### src/design/afc_pkg.sv
`timescale 1ns / 1ps
// ----------------------------------------------------------------------------
// afc_pkg
// Shared types, codes and CRC helper for the authenticated frame checker.
// ----------------------------------------------------------------------------
package afc_pkg;

    localparam logic [15:0] CRC_INIT  = 16'hFFFF;
    localparam logic [15:0] CRC_POLY  = 16'h1021;
    localparam int          MIN_FRAME = 9;
    localparam int          HDR_BYTES = 7;

    localparam logic [1:0] REG_KEY_HIGH      = 2'd0;
    localparam logic [1:0] REG_KEY_LOW       = 2'd1;
    localparam logic [1:0] REG_JUMP_LIMIT    = 2'd2;
    localparam logic [1:0] REG_PAYLOAD_LIMIT = 2'd3;

    localparam logic [2:0] ST_OK       = 3'd0;
    localparam logic [2:0] ST_SHORT    = 3'd1;
    localparam logic [2:0] ST_BAD_LEN  = 3'd2;
    localparam logic [2:0] ST_TAG      = 3'd3;
    localparam logic [2:0] ST_FULL     = 3'd4;
    localparam logic [2:0] ST_REPLAY   = 3'd5;
    localparam logic [2:0] ST_JUMP     = 3'd6;

    typedef enum logic [2:0] {
        S_KEY,      // run the CRC over the key, one byte a cycle
        S_RECV,     // take frame bytes
        S_PRECHECK, // size, length and tag checks
        S_SEARCH,   // walk the tracker table
        S_OUT       // hold a result until taken
    } t_state;

    typedef struct packed {
        logic key_start;
        logic key_step;
        logic take_byte;
        logic precheck;
        logic search_start;
        logic search_step;
        logic load_out_byte;
        logic out_taken;
    } t_cmd;

    typedef struct packed {
        logic key_done;
        logic fwd;
        logic pre_final;
        logic search_done;
        logic verdict;
    } t_sts;

    function automatic logic [15:0] crc_byte(input logic [15:0] crc, input logic [7:0] b);
        logic [15:0] c;
        c = crc ^ {b, 8'h00};
        for (int j = 0; j < 8; j++) begin
            c = c[15] ? ((c << 1) ^ CRC_POLY) : (c << 1);
        end
        return c;
    endfunction

endpackage

### src/design/authenticated_frame_checker_top.sv
`timescale 1ns / 1ps
// ----------------------------------------------------------------------------
// authenticated_frame_checker_top
// Frame parser with keyed CRC-16 tag check and per-node replay tracking.
// ----------------------------------------------------------------------------
// Bytes enter one per item; a forwarded payload byte is accepted, then the held
// result must be taken before the next byte. At end of frame the size, length
// and tag checks run, then a table walk if they pass, and the verdict is held;
// after it is taken, the CRC restarts over the 16 key bytes, one byte a cycle,
// and no frame byte is taken until the key is done, also after reset. Config
// writes are held off during the key bytes and taken in every other state.
module authenticated_frame_checker_top #(
    parameter int NODE_SLOTS  = 10,
    parameter int FRAME_BYTES = 255
) (
    input  logic        i_clk,
    input  logic        i_rst_n,
    input  logic        i_valid,
    output logic        o_ready,
    input  logic [7:0]  i_frame_byte,
    input  logic        i_end_of_frame,
    output logic        o_valid,
    input  logic        i_ready,
    output logic        o_kind,
    output logic [7:0]  o_payload_byte,
    output logic        o_accepted,
    output logic [2:0]  o_status,
    output logic [7:0]  o_sender,
    output logic [31:0] o_sequence_res,
    output logic [15:0] o_length,
    input  logic        i_cfg_valid,
    output logic        o_cfg_ready,
    input  logic [1:0]  i_cfg_index,
    input  logic [63:0] i_cfg_data
);
    import afc_pkg::*;

    t_cmd w_cmd;
    t_sts w_sts;

    afc_ctrl u_ctrl (
        .i_clk       (i_clk),
        .i_rst_n     (i_rst_n),
        .i_valid     (i_valid),
        .i_eof       (i_end_of_frame),
        .i_out_ready (i_ready),
        .i_sts       (w_sts),
        .o_in_ready  (o_ready),
        .o_out_valid (o_valid),
        .o_cfg_ready (o_cfg_ready),
        .o_cmd       (w_cmd)
    );

    afc_datapath #(
        .NODE_SLOTS  (NODE_SLOTS),
        .FRAME_BYTES (FRAME_BYTES)
    ) u_dp (
        .i_clk          (i_clk),
        .i_rst_n        (i_rst_n),
        .i_cmd          (w_cmd),
        .i_byte         (i_frame_byte),
        .i_cfg_we       (i_cfg_valid && o_cfg_ready),
        .i_cfg_index    (i_cfg_index),
        .i_cfg_data     (i_cfg_data),
        .o_sts          (w_sts),
        .o_kind         (o_kind),
        .o_payload_byte (o_payload_byte),
        .o_accepted     (o_accepted),
        .o_status       (o_status),
        .o_sender       (o_sender),
        .o_sequence_res (o_sequence_res),
        .o_length       (o_length)
    );

endmodule

### src/design/afc_ctrl.sv
`timescale 1ns / 1ps
// ----------------------------------------------------------------------------
// afc_ctrl
// Sequencer: key CRC, byte reception, checks, table walk, result hold.
// ----------------------------------------------------------------------------
module afc_ctrl (
    input  logic            i_clk,
    input  logic            i_rst_n,
    input  logic            i_valid,
    input  logic            i_eof,
    input  logic            i_out_ready,
    input  afc_pkg::t_sts   i_sts,
    output logic            o_in_ready,
    output logic            o_out_valid,
    output logic            o_cfg_ready,
    output afc_pkg::t_cmd   o_cmd
);
    import afc_pkg::*;

    t_state r_state, n_state;

    always_ff @(posedge i_clk) begin
        if (!i_rst_n) begin
            r_state <= S_KEY;
        end else begin
            r_state <= n_state;
        end
    end

    always_comb begin
        n_state     = r_state;
        o_cmd       = '0;
        o_in_ready  = 1'b0;
        o_out_valid = 1'b0;
        o_cfg_ready = 1'b1;
        case (r_state)
            S_KEY: begin
                // hold off config writes while the key bytes are being hashed
                o_cfg_ready = 1'b0;
                o_cmd.key_step = 1'b1;
                if (i_sts.key_done) n_state = S_RECV;
            end
            S_RECV: begin
                o_in_ready = 1'b1;
                if (i_valid) begin
                    o_cmd.take_byte = 1'b1;
                    if (i_eof) begin
                        n_state = S_PRECHECK;
                    end else if (i_sts.fwd) begin
                        o_cmd.load_out_byte = 1'b1;
                        n_state = S_OUT;
                    end
                end
            end
            S_PRECHECK: begin
                o_cmd.precheck = 1'b1;
                if (i_sts.pre_final) begin
                    n_state = S_OUT;
                end else begin
                    o_cmd.search_start = 1'b1;
                    n_state = S_SEARCH;
                end
            end
            S_SEARCH: begin
                o_cmd.search_step = 1'b1;
                if (i_sts.search_done) n_state = S_OUT;
            end
            S_OUT: begin
                o_out_valid = 1'b1;
                if (i_out_ready) begin
                    o_cmd.out_taken = 1'b1;
                    if (i_sts.verdict) begin
                        // a verdict restarts the CRC from the key
                        o_cmd.key_start = 1'b1;
                        n_state = S_KEY;
                    end else begin
                        n_state = S_RECV;
                    end
                end
            end
            default: n_state = S_KEY;
        endcase
    end

endmodule

### src/design/afc_datapath.sv
`timescale 1ns / 1ps
// ----------------------------------------------------------------------------
// afc_datapath
// Header parse, byte CRC, config registers, tracker table and result register.
// ----------------------------------------------------------------------------
module afc_datapath #(
    parameter int NODE_SLOTS  = 10,
    parameter int FRAME_BYTES = 255
) (
    input  logic            i_clk,
    input  logic            i_rst_n,
    input  afc_pkg::t_cmd   i_cmd,
    input  logic [7:0]      i_byte,
    input  logic            i_cfg_we,
    input  logic [1:0]      i_cfg_index,
    input  logic [63:0]     i_cfg_data,
    output afc_pkg::t_sts   o_sts,
    output logic            o_kind,
    output logic [7:0]      o_payload_byte,
    output logic            o_accepted,
    output logic [2:0]      o_status,
    output logic [7:0]      o_sender,
    output logic [31:0]     o_sequence_res,
    output logic [15:0]     o_length
);
    import afc_pkg::*;

    localparam int PW = $clog2(FRAME_BYTES + 1);
    localparam int SW = (NODE_SLOTS > 1) ? $clog2(NODE_SLOTS) : 1;
    localparam int CW = $clog2(NODE_SLOTS + 1);

    logic [63:0] r_key_high, r_key_low;
    logic [31:0] r_jump_limit;
    logic [15:0] r_payload_limit;

    logic [3:0]  r_key_idx;
    logic [15:0] r_crc;
    logic [PW-1:0] r_pos;
    logic [7:0]  r_node;
    logic [31:0] r_seq;
    logic [15:0] r_len;
    logic [15:0] r_tag;

    logic [7:0]  r_ids [NODE_SLOTS];
    logic [31:0] r_last [NODE_SLOTS];
    logic [CW-1:0] r_count;
    logic [CW-1:0] r_idx;

    logic        r_kind, r_acc;
    logic [7:0]  r_pbyte;
    logic [2:0]  r_stat;
    logic [7:0]  r_snd;
    logic [31:0] r_sq;
    logic [15:0] r_ln;

    always_ff @(posedge i_clk) begin
        if (!i_rst_n) begin
            r_key_high      <= 64'd1385812347856281261;
            r_key_low       <= 64'd13758142186802498576;
            r_jump_limit    <= 32'd5000;
            r_payload_limit <= 16'd230;
        end else if (i_cfg_we) begin
            case (i_cfg_index)
                REG_KEY_HIGH:      r_key_high      <= i_cfg_data;
                REG_KEY_LOW:       r_key_low       <= i_cfg_data;
                REG_JUMP_LIMIT:    r_jump_limit    <= i_cfg_data[31:0];
                REG_PAYLOAD_LIMIT: r_payload_limit <= i_cfg_data[15:0];
                default: ;
            endcase
        end
    end

    // key byte selected by the key counter, first byte in the top bits
    logic [127:0] w_key;
    logic [7:0]   w_key_byte;
    assign w_key      = {r_key_high, r_key_low};
    assign w_key_byte = w_key[8'(127 - 8 * r_key_idx) -: 8];
    assign o_sts.key_done = (r_key_idx == 4'd15);

    logic [16:0] w_pay_end;
    logic        w_keep;
    assign w_pay_end = 17'(HDR_BYTES) + {1'b0, r_len};
    assign w_keep    = (r_pos < PW'(FRAME_BYTES));
    assign o_sts.fwd = w_keep && (r_pos >= PW'(HDR_BYTES))
                       && ({{(17 - PW){1'b0}}, r_pos} < w_pay_end);

    // precheck results
    logic w_short, w_badlen, w_tagbad;
    assign w_short  = (r_pos < PW'(MIN_FRAME));
    assign w_badlen = (r_len > r_payload_limit)
                      || (w_pay_end + 17'd2 > {{(17 - PW){1'b0}}, r_pos});
    assign w_tagbad = (r_crc != r_tag);
    assign o_sts.pre_final = w_short || w_badlen || w_tagbad;

    logic [SW-1:0] w_slot;
    logic          w_end, w_hit;
    logic [31:0]   w_diff;
    assign w_slot = r_idx[SW-1:0];
    assign w_end  = (r_idx >= r_count);
    assign w_hit  = !w_end && (r_ids[w_slot] == r_node);
    assign w_diff = r_seq - r_last[w_slot];
    assign o_sts.search_done = w_end || w_hit;

    always_ff @(posedge i_clk) begin
        if (!i_rst_n) begin
            r_key_idx <= '0;
            r_crc     <= CRC_INIT;
            r_pos     <= '0;
            r_node    <= '0;
            r_seq     <= '0;
            r_len     <= '0;
            r_tag     <= '0;
            r_count   <= '0;
            r_idx     <= '0;
        end else begin
            if (i_cmd.key_start) begin
                r_key_idx <= '0;
                r_crc     <= CRC_INIT;
            end else if (i_cmd.key_step && !o_sts.key_done) begin
                r_key_idx <= r_key_idx + 4'd1;
            end
            if (i_cmd.key_step) r_crc <= crc_byte(r_crc, w_key_byte);

            if (i_cmd.take_byte && w_keep) begin
                r_pos <= r_pos + PW'(1);
                if (r_pos == '0) begin
                    r_node <= i_byte;
                    r_crc  <= crc_byte(r_crc, i_byte);
                end else if (r_pos <= PW'(4)) begin
                    r_seq[8 * (r_pos[2:0] - 3'd1) +: 8] <= i_byte;
                    r_crc <= crc_byte(r_crc, i_byte);
                end else if (r_pos == PW'(5)) begin
                    r_len[7:0] <= i_byte;
                end else if (r_pos == PW'(6)) begin
                    r_len[15:8] <= i_byte;
                end else if (o_sts.fwd) begin
                    r_crc <= crc_byte(r_crc, i_byte);
                end else if ({{(17 - PW){1'b0}}, r_pos} == w_pay_end) begin
                    r_tag[7:0] <= i_byte;
                end else if ({{(17 - PW){1'b0}}, r_pos} == w_pay_end + 17'd1) begin
                    r_tag[15:8] <= i_byte;
                end
            end

            if (i_cmd.search_start) r_idx <= '0;
            if (i_cmd.search_step && !o_sts.search_done) r_idx <= r_idx + CW'(1);
            if (i_cmd.search_step && w_end && (r_count < CW'(NODE_SLOTS))) begin
                r_count <= r_count + CW'(1);
            end

            if (i_cmd.out_taken && r_kind) begin
                r_pos  <= '0;
                r_node <= '0;
                r_seq  <= '0;
                r_len  <= '0;
                r_tag  <= '0;
            end
        end
    end

    // table entries: payload storage, no reset
    always_ff @(posedge i_clk) begin
        if (i_cmd.search_step) begin
            if (w_end && (r_count < CW'(NODE_SLOTS))) begin
                r_ids[w_slot]  <= r_node;
                r_last[w_slot] <= r_seq;
            end else if (w_hit && (r_seq > r_last[w_slot]) && (w_diff <= r_jump_limit)) begin
                r_last[w_slot] <= r_seq;
            end
        end
    end

    // result register
    always_ff @(posedge i_clk) begin
        if (i_cmd.load_out_byte) begin
            r_kind  <= 1'b0;
            r_pbyte <= i_byte;
            r_acc   <= 1'b0;
            r_stat  <= ST_OK;
            r_snd   <= '0;
            r_sq    <= '0;
            r_ln    <= '0;
        end else if (i_cmd.precheck) begin
            r_kind  <= 1'b1;
            r_pbyte <= '0;
            r_acc   <= 1'b0;
            r_snd   <= w_short ? 8'd0 : r_node;
            r_sq    <= w_short ? 32'd0 : r_seq;
            r_ln    <= w_short ? 16'd0 : r_len;
            r_stat  <= w_short ? ST_SHORT : (w_badlen ? ST_BAD_LEN : ST_TAG);
        end else if (i_cmd.search_step && o_sts.search_done) begin
            if (w_end) begin
                r_acc  <= (r_count < CW'(NODE_SLOTS));
                r_stat <= (r_count < CW'(NODE_SLOTS)) ? ST_OK : ST_FULL;
            end else if (r_seq <= r_last[w_slot]) begin
                r_stat <= ST_REPLAY;
            end else if (w_diff > r_jump_limit) begin
                r_stat <= ST_JUMP;
            end else begin
                r_acc  <= 1'b1;
                r_stat <= ST_OK;
            end
        end
    end

    assign o_sts.verdict  = r_kind;

    assign o_kind         = r_kind;
    assign o_payload_byte = r_pbyte;
    assign o_accepted     = r_acc;
    assign o_status       = r_stat;
    assign o_sender       = r_snd;
    assign o_sequence_res = r_sq;
    assign o_length       = r_ln;

endmodule

### config.mk
export PLATFORM = sky130hd
export DESIGN_NAME = authenticated_frame_checker_top
export DESIGN_NICKNAME = d
export VERILOG_FILES = /design/src/design/afc_pkg.sv /design/src/design/authenticated_frame_checker_top.sv /design/src/design/afc_ctrl.sv /design/src/design/afc_datapath.sv
export SDC_FILE = /design/constraint.sdc
export NUM_CORES = 1
export LEC_CHECK = 0
export ABC_AREA = 1
export BUFFER_PORTS_ARGS = -buffer_cell sky130_fd_sc_hd__buf_2
export CORE_ASPECT_RATIO = 0.9
export CORE_MARGIN = 2
export CORE_UTILIZATION = 24
export CTS_CLUSTER_SIZE = 30
export DETAILED_ROUTE_END_ITERATION = 10
export GPL_TIMING_DRIVEN = 1
export REMOVE_ABC_BUFFERS = 1
export SLEW_MARGIN = 40
export SYNTH_ARGS = -nofsm -noshare
export SYNTH_HDL_FRONTEND = slang
export SYNTH_SLANG_ARGS = --single-unit
### constraint.sdc
create_clock -name i_clk -period 7.35 [get_ports i_clk]
set_input_delay 1.1025 -clock i_clk [delete_from_list [all_inputs] [get_ports i_clk]]
set_output_delay 1.1025 -clock i_clk [all_outputs]
set_load 0.05 [all_outputs]
# Word level (Yosys, flattened, before mapping)
# Memories as Yosys holds them, arrays and structs flattened. A register that Yosys moved wholly into a read port is not among the register bits.
# Cells that the tools add are included.
[op_classes]
bitwise_logic = 26
n_mul = 0
n_reduce_logical = 42
order_cmp = 13
n_div = 0
n_eq_ne = 21
shifts = 3
n_mux = 82
addsub = 11
[ops]
columns = ["operator", "count"]
rows = [
  ["two-way mux 13 bit", 16],
  ["two-way mux 16 bit", 9],
  ["indexed part select 135 x 9 -> 8 bit", 1],
  ["greater-than comparator 32 bit", 2],
  ["less-or-equal comparator 32 bit", 2],
  ["two-way mux 32 bit", 2],
  ["inverter 3 bit", 16],
  ["two-way mux 3 bit", 14],
  ["== test 8 x 17 -> 1 bit", 2],
  ["negation 32 -> 34 bit", 1],
  ["variable shift 8 x 34 -> 32 bit, first input constant", 1],
  ["indexed part select 8 x 34 -> 32 bit", 1],
  ["bitwise mux 32 bit", 1],
  ["subtractor 32 bit", 1],
  ["bitwise XOR 16 bit", 2],
  ["two-way mux 1 bit", 29],
  ["two-way mux 4 bit", 6],
  ["two-way mux 8 bit", 3],
  ["adder 17 x 1 -> 17 bit, second input constant", 1],
  ["adder 17 x 2 -> 17 bit, second input constant", 1],
  ["adder 3 x 16 -> 17 bit, first input constant", 1],
  ["greater-than comparator 17 x 8 -> 1 bit", 1],
  ["less-than comparator 8 x 17 -> 1 bit", 1],
  ["== test 8 x 3 -> 1 bit, second input constant", 2],
  ["other kinds (40)", 82],
]
[word_totals]
n_memories = 2
ram_bits = 400
rom_bits = 0
out_inout_bits = 72
latchBits = 0
in_bits = 80
register_bits = 356
wordCells = 223
[memory_table]
columns = ["memory", "words", "word_bits", "read_ports", "rd_ports_with_merged_regs", "write_ports", "line_no", "rtl"]
rows = [
  ["u_dp.r_last", 10, 32, 1, 1, 1, "afc_datapath.sv:45", "logic [31:0] r_last [NODE_SLOTS];"],
  ["u_dp.r_ids", 10, 8, 1, 1, 1, "afc_datapath.sv:44", "logic [7:0] r_ids [NODE_SLOTS];"],
]

# Depth between registers and ports, before layout
[logic_depth]
word_depth = 26
depth_mapped = 38

# Cells and area by module
# From an unflattened synthesis, not the netlist that was laid out.
[hier_totals]
hier_cells = 3897
area_unflattened_um2 = 36128.4
[modules_own_cells]
columns = ["mod", "n_inst", "cells_per_inst", "area_each_um2", "seq_area_each_um2"]
rows = [
  ["afc_datapath", 1, 3833, 35793.1, 19238.5],
  ["afc_ctrl", 1, 62, 327.8, 60.1],
  ["authenticated_frame_checker_top", 1, 2, 7.5, 0.0],
]

# Least setup slack after synthesis
# OpenSTA, ideal clock, no wires.
[synth_path]
path_type = "reg-to-reg"
startpoint = "register (tool-made name)"
endpoint = "memory u_dp.r_last[0][0] (enable)"
t_required_ns = 6.929
setup_time_ns = 0.421
path_stages_with_launch = 36
synth_period_minus_slack_ns = 7.008
setup_slack_ns = 0.342
arrival_time_ns = 6.587
cell_sequence = "dfxtp_1 > buf_2 > buf_2 > buf_2 > buf_2 > clkbuf_1 > buf_2 > mux2i_1 > o21ai_0 > ha_1 > inv_1 > fa_1 > nand3_1 > nand2_1 > a21oi_1 > o21bai_1 > nand2_1 > nand2_1 > a21oi_1 > o21ai_0 > a21o_1 > nand2_1 > nand2_1 > xor2_1 > ha_1 > nand4_1 > nor3_1 > nand2_1 > inv_1 > nand2_1 > nand2_1 > nand3_1 > nand2_1 > nand2_1 > clkbuf_1 > nor2_1"
[synth_lines]
columns = ["element", "line_no"]
rows = [
  ["end: declaration", "afc_datapath.sv:45"],
]

==> impl_metrics.ini <==
[worst_setup_path]
arrival_ns = 6.92
endpoint = u_dp.r_last[2][7]$_DFFE_PP_
critical_path_depth = 32
cp-start-kind = flip-flop
worstRegToRegCells = 32
r2r-end = u_dp.r_last[2][7]$_DFFE_PP_
worstSetupEndpointType = flip-flop
crit_top_cell = nand2_1
crit_required_ns = 7.63
crit_path_max_incr_delay_ns = 0.70
r2r_slack_ns = 0.71
path_buf_inv = 5
cp_slowest_cell = dfxtp_4
worstSetupPathType = reg -> reg
worstPathMaxFanout = 49
path_delay_family = compound AO/OA/AOI/OAI gates

[clocking]
post-cts-setup-buffers = 0
cts_max_path_buffers = 3
clock_sinks = 760
cts_made_buffers = 85
path_clk_slew_ns = 0.06
htreeDepth = 3
clock_latency_ns = 0.68
cts_root_buffer = clkbuf_16
cts.repair.resized = 0
cts_tree = done
hold_buffers = 0

[yosys]
synth-edff-count = 408
synth-seq-cells = 760
yosysSeqAreaShare = 0.540
netlist_area_um2 = 35700
async_flop_share = 0
ys_warn_count = 0
synthFlopType = edfxtp_1
synthDistinctLibCells = 49
synth_compound_area_frac = 0.160
netlist_instances = 3872
yosys.area_share.simple = 0.133
synth.avg_cell_area_um2 = 9.23
synthAdderAreaFrac = 0.0422
synth-xor-area-share = 0.0230
synth_top_family_by_area = compound AO/OA/AOI/OAI gates
muxShareOfSynthArea = 0.0277

[outcome]
run_status = complete, no violations

[timing]
period_needed_ns = 6.64
timing.final.crit_share = 0.903
worst_pin_slew_ns = 0.863
hold_viol = 0
fin_ws_ns = 0.715
setup_viol = 0
skew_ns = 0.0476
rsz0062_at_grt = no
report.final.slew_viol_count = 0
max_slew_margin = 0.423
fmax_mhz = 151

[floorplanning]
ioPinCount = 152
die_h_um = 370
floorplan.initialDensity = 0.241
core_region_area_um2 = 148000
die-area_um2 = 152000
rows = 134
die_x_um = 411

[grt]
grt_pass1_wl_um = 162000
grt_util_all_layers = 0.140
grt_pass1_vias = 25581
grt_max_degree = 90
grt_overflow = 0
grt_antenna_before_repair = 9

[placed_design]
gp_congestion = 0.891
hpwl_um = 76400
dp.cells = 5851
pre_cts_ws_ns = 0.807
port_buffers = 151

[route]
drt-initial-drc-count = 3033
routed_wl_um = 110000
post-route-drc-count = 0
drtAntennaViolNets = 0
firstDrtPassIters = 6
num_vias = 27888
wl_per_cell_um = 18.3
viasPerCell = 4.64

[layout]
syn2layout_area_growth_pct = 16.3
stdcell_count = 6009
drive_above_1_share = 0.102
regArea_um2 = 19300
final.fill_count = 15468
fin_nets = 4166
multi_input_area_um2 = 13900

[pwr]
power_frac_comb = 0.107
power.density_nw_per_um2 = 242
p_sw_frac = 0.258
seqPwrFrac = 0.460
p_clk_frac = 0.433
p_sw_mw = 2.59
p_leak_nw = 16.2
p_int_mw = 7.46
ir_drop_uv = 155

[flow_run]
drv_cap = 0

[worst_hold_path]
min_path_type = reg -> reg
## synthesized netlist by cell type, types with 58 or more instances
cell      instances  area [µm²]
a21oi_1         349        1750
a22oi_1          58         435
clkbuf_1        132         495
dfxtp_1         352        7050
edfxtp_1        408       12300
ha_1            119        1490
inv_1           483        1810
mux2i_1          99         991
nand2_1         539        2020
nand3_1         199         996
nor2_1          235         882
o211ai_1        152        1140
o21ai_0         383        1920
xor2_1           63         552
## cells by family (layout without fill, tap and decap cells)
kind of cell,Yosys count,in the layout
mux,99,99
simple gates,1105,1105
buf+inv,689,849
flops,760,760
other cells,0,5
xor+xnor,94,94
fa+ha+maj,120,120
compound gates,1005,1005
## layer usage
layer	part of all wire	global-route usage	up-vias
met3	0.081	0.0309	156
li1	-	-	13517
met1	0.45	0.195	13278
met2	0.45	0.217	931
met4	0.024	0.0377	6
met5	0.00027	0	-
## metrics by stage
step                      setup TNS, ns  instance area [µm²]  power [mW]  utilization  hold slack [ns]
after global routing                  0                41600        10.4        0.281            0.463
after detailed placement              0                38700        5.77        0.261            0.437
final                                 0                41600        10.0        0.281            0.449
after CTS                             0                41500        10.1        0.281            0.452
after floorplan                -1626.01                35000        5.43            -            0.420
after global placement                0                38700        5.76        0.261            0.432
## cell usage in the layout (no fill, tap or decap), drive strengths merged
| cell type | n |
|---|---|
| a211oi | 19 |
| a21boi | 3 |
| a21o | 5 |
| a21oi | 349 |
| a221oi | 1 |
| a22oi | 58 |
| a31oi | 12 |
| a32oi | 1 |
| buf | 197 |
| bufinv | 9 |
| clkbuf | 113 |
| clkinv | 32 |
| clkinvlp | 5 |
| dfxtp | 352 |
| diode | 5 |
| edfxtp | 408 |
| fa | 1 |
| ha | 119 |
| inv | 493 |
| mux2i | 99 |
| nand2 | 556 |
| nand3 | 203 |
| nand4 | 37 |
| nor2 | 252 |
| nor3 | 38 |
| nor4 | 13 |
| o2111ai | 3 |
| o211ai | 152 |
| o21a | 2 |
| o21ai | 385 |
| o21bai | 6 |
| o221ai | 1 |
| o22ai | 1 |
| o311ai | 1 |
| o31ai | 6 |
| or2 | 6 |
| xnor2 | 31 |
| xor2 | 63 |
## state kept, by name (all words and copies together), names as in the netlist, 8 cells and up, named ones only
| signal | flops |
|---|---|
| u_dp.o_sender | 8 |
| u_dp.r_key_high | 64 |
| u_dp.r_payload_limit | 16 |
| u_dp.r_seq | 32 |
| u_dp.o_sequence_res | 32 |
| u_dp.r_pos | 8 |
| u_dp.r_len | 16 |
| u_dp.o_payload_byte | 8 |
| u_dp.r_crc | 16 |
| u_dp.r_jump_limit | 32 |
| u_dp.r_last | 320 |
| u_dp.r_ids | 80 |
| u_dp.r_key_low | 64 |
| u_dp.o_length | 16 |
| u_dp.r_tag | 16 |
| u_dp.r_node | 8 |
## power by group through the flow
stage	clock network, mW	logic, mW	registers [mW]
2_1_floorplan	0	0.697	4.73
3_3_place_gp	0	1.05	4.71
3_5_place_dp	0	1.06	4.71
4_1_cts	4.42	1.07	4.62
5_1_grt	4.59	1.21	4.63
6_report	4.35	1.07	4.62
## layout make-up
cell class | count | area share
inverter | 499 | 0.0452
clock inverter | 40 | 0.0113
multi-input combinational | 2423 | 0.334
antenna | 5 | 0.000301
tap | 1972 | 0.0594
sequential | 760 | 0.465
timing repair buffer | 197 | 0.0278
clock buffer | 113 | 0.0568
## worst register-to-register path: cells and delay by family, from the launching register on
kind | cells | cell delay (ns)
AOI/OAI and AO/OA | 9 | 1.73
xor gates and xnor gates | 1 | 0.15
adders and majority gates | 2 | 0.65
buffers and inverters | 5 | 1.19
DFF | 1 | 0.70
muxes | 1 | 0.09
and+or+nand+nor | 14 | 1.72
## how the worst min path moves through the flow
stage                                                start                                to  cells after the start
after floorplan            u_dp.r_key_low[17]$_SDFFE_PN0P_   u_dp.r_key_low[17]$_SDFFE_PN0P_                      2
after global placement    u_dp.r_key_high[25]$_SDFFE_PN1P_  u_dp.r_key_high[25]$_SDFFE_PN1P_                      2
after detailed placement  u_dp.r_key_high[25]$_SDFFE_PN1P_  u_dp.r_key_high[25]$_SDFFE_PN1P_                      2
after CTS                 u_dp.r_key_high[25]$_SDFFE_PN1P_  u_dp.r_key_high[25]$_SDFFE_PN1P_                      2
after global routing      u_dp.r_key_high[33]$_SDFFE_PN0P_  u_dp.r_key_high[33]$_SDFFE_PN0P_                      2
final                     u_dp.r_key_high[24]$_SDFFE_PN1P_  u_dp.r_key_high[24]$_SDFFE_PN1P_                      2
No activity file was read; power rests on OpenSTA's default activity.
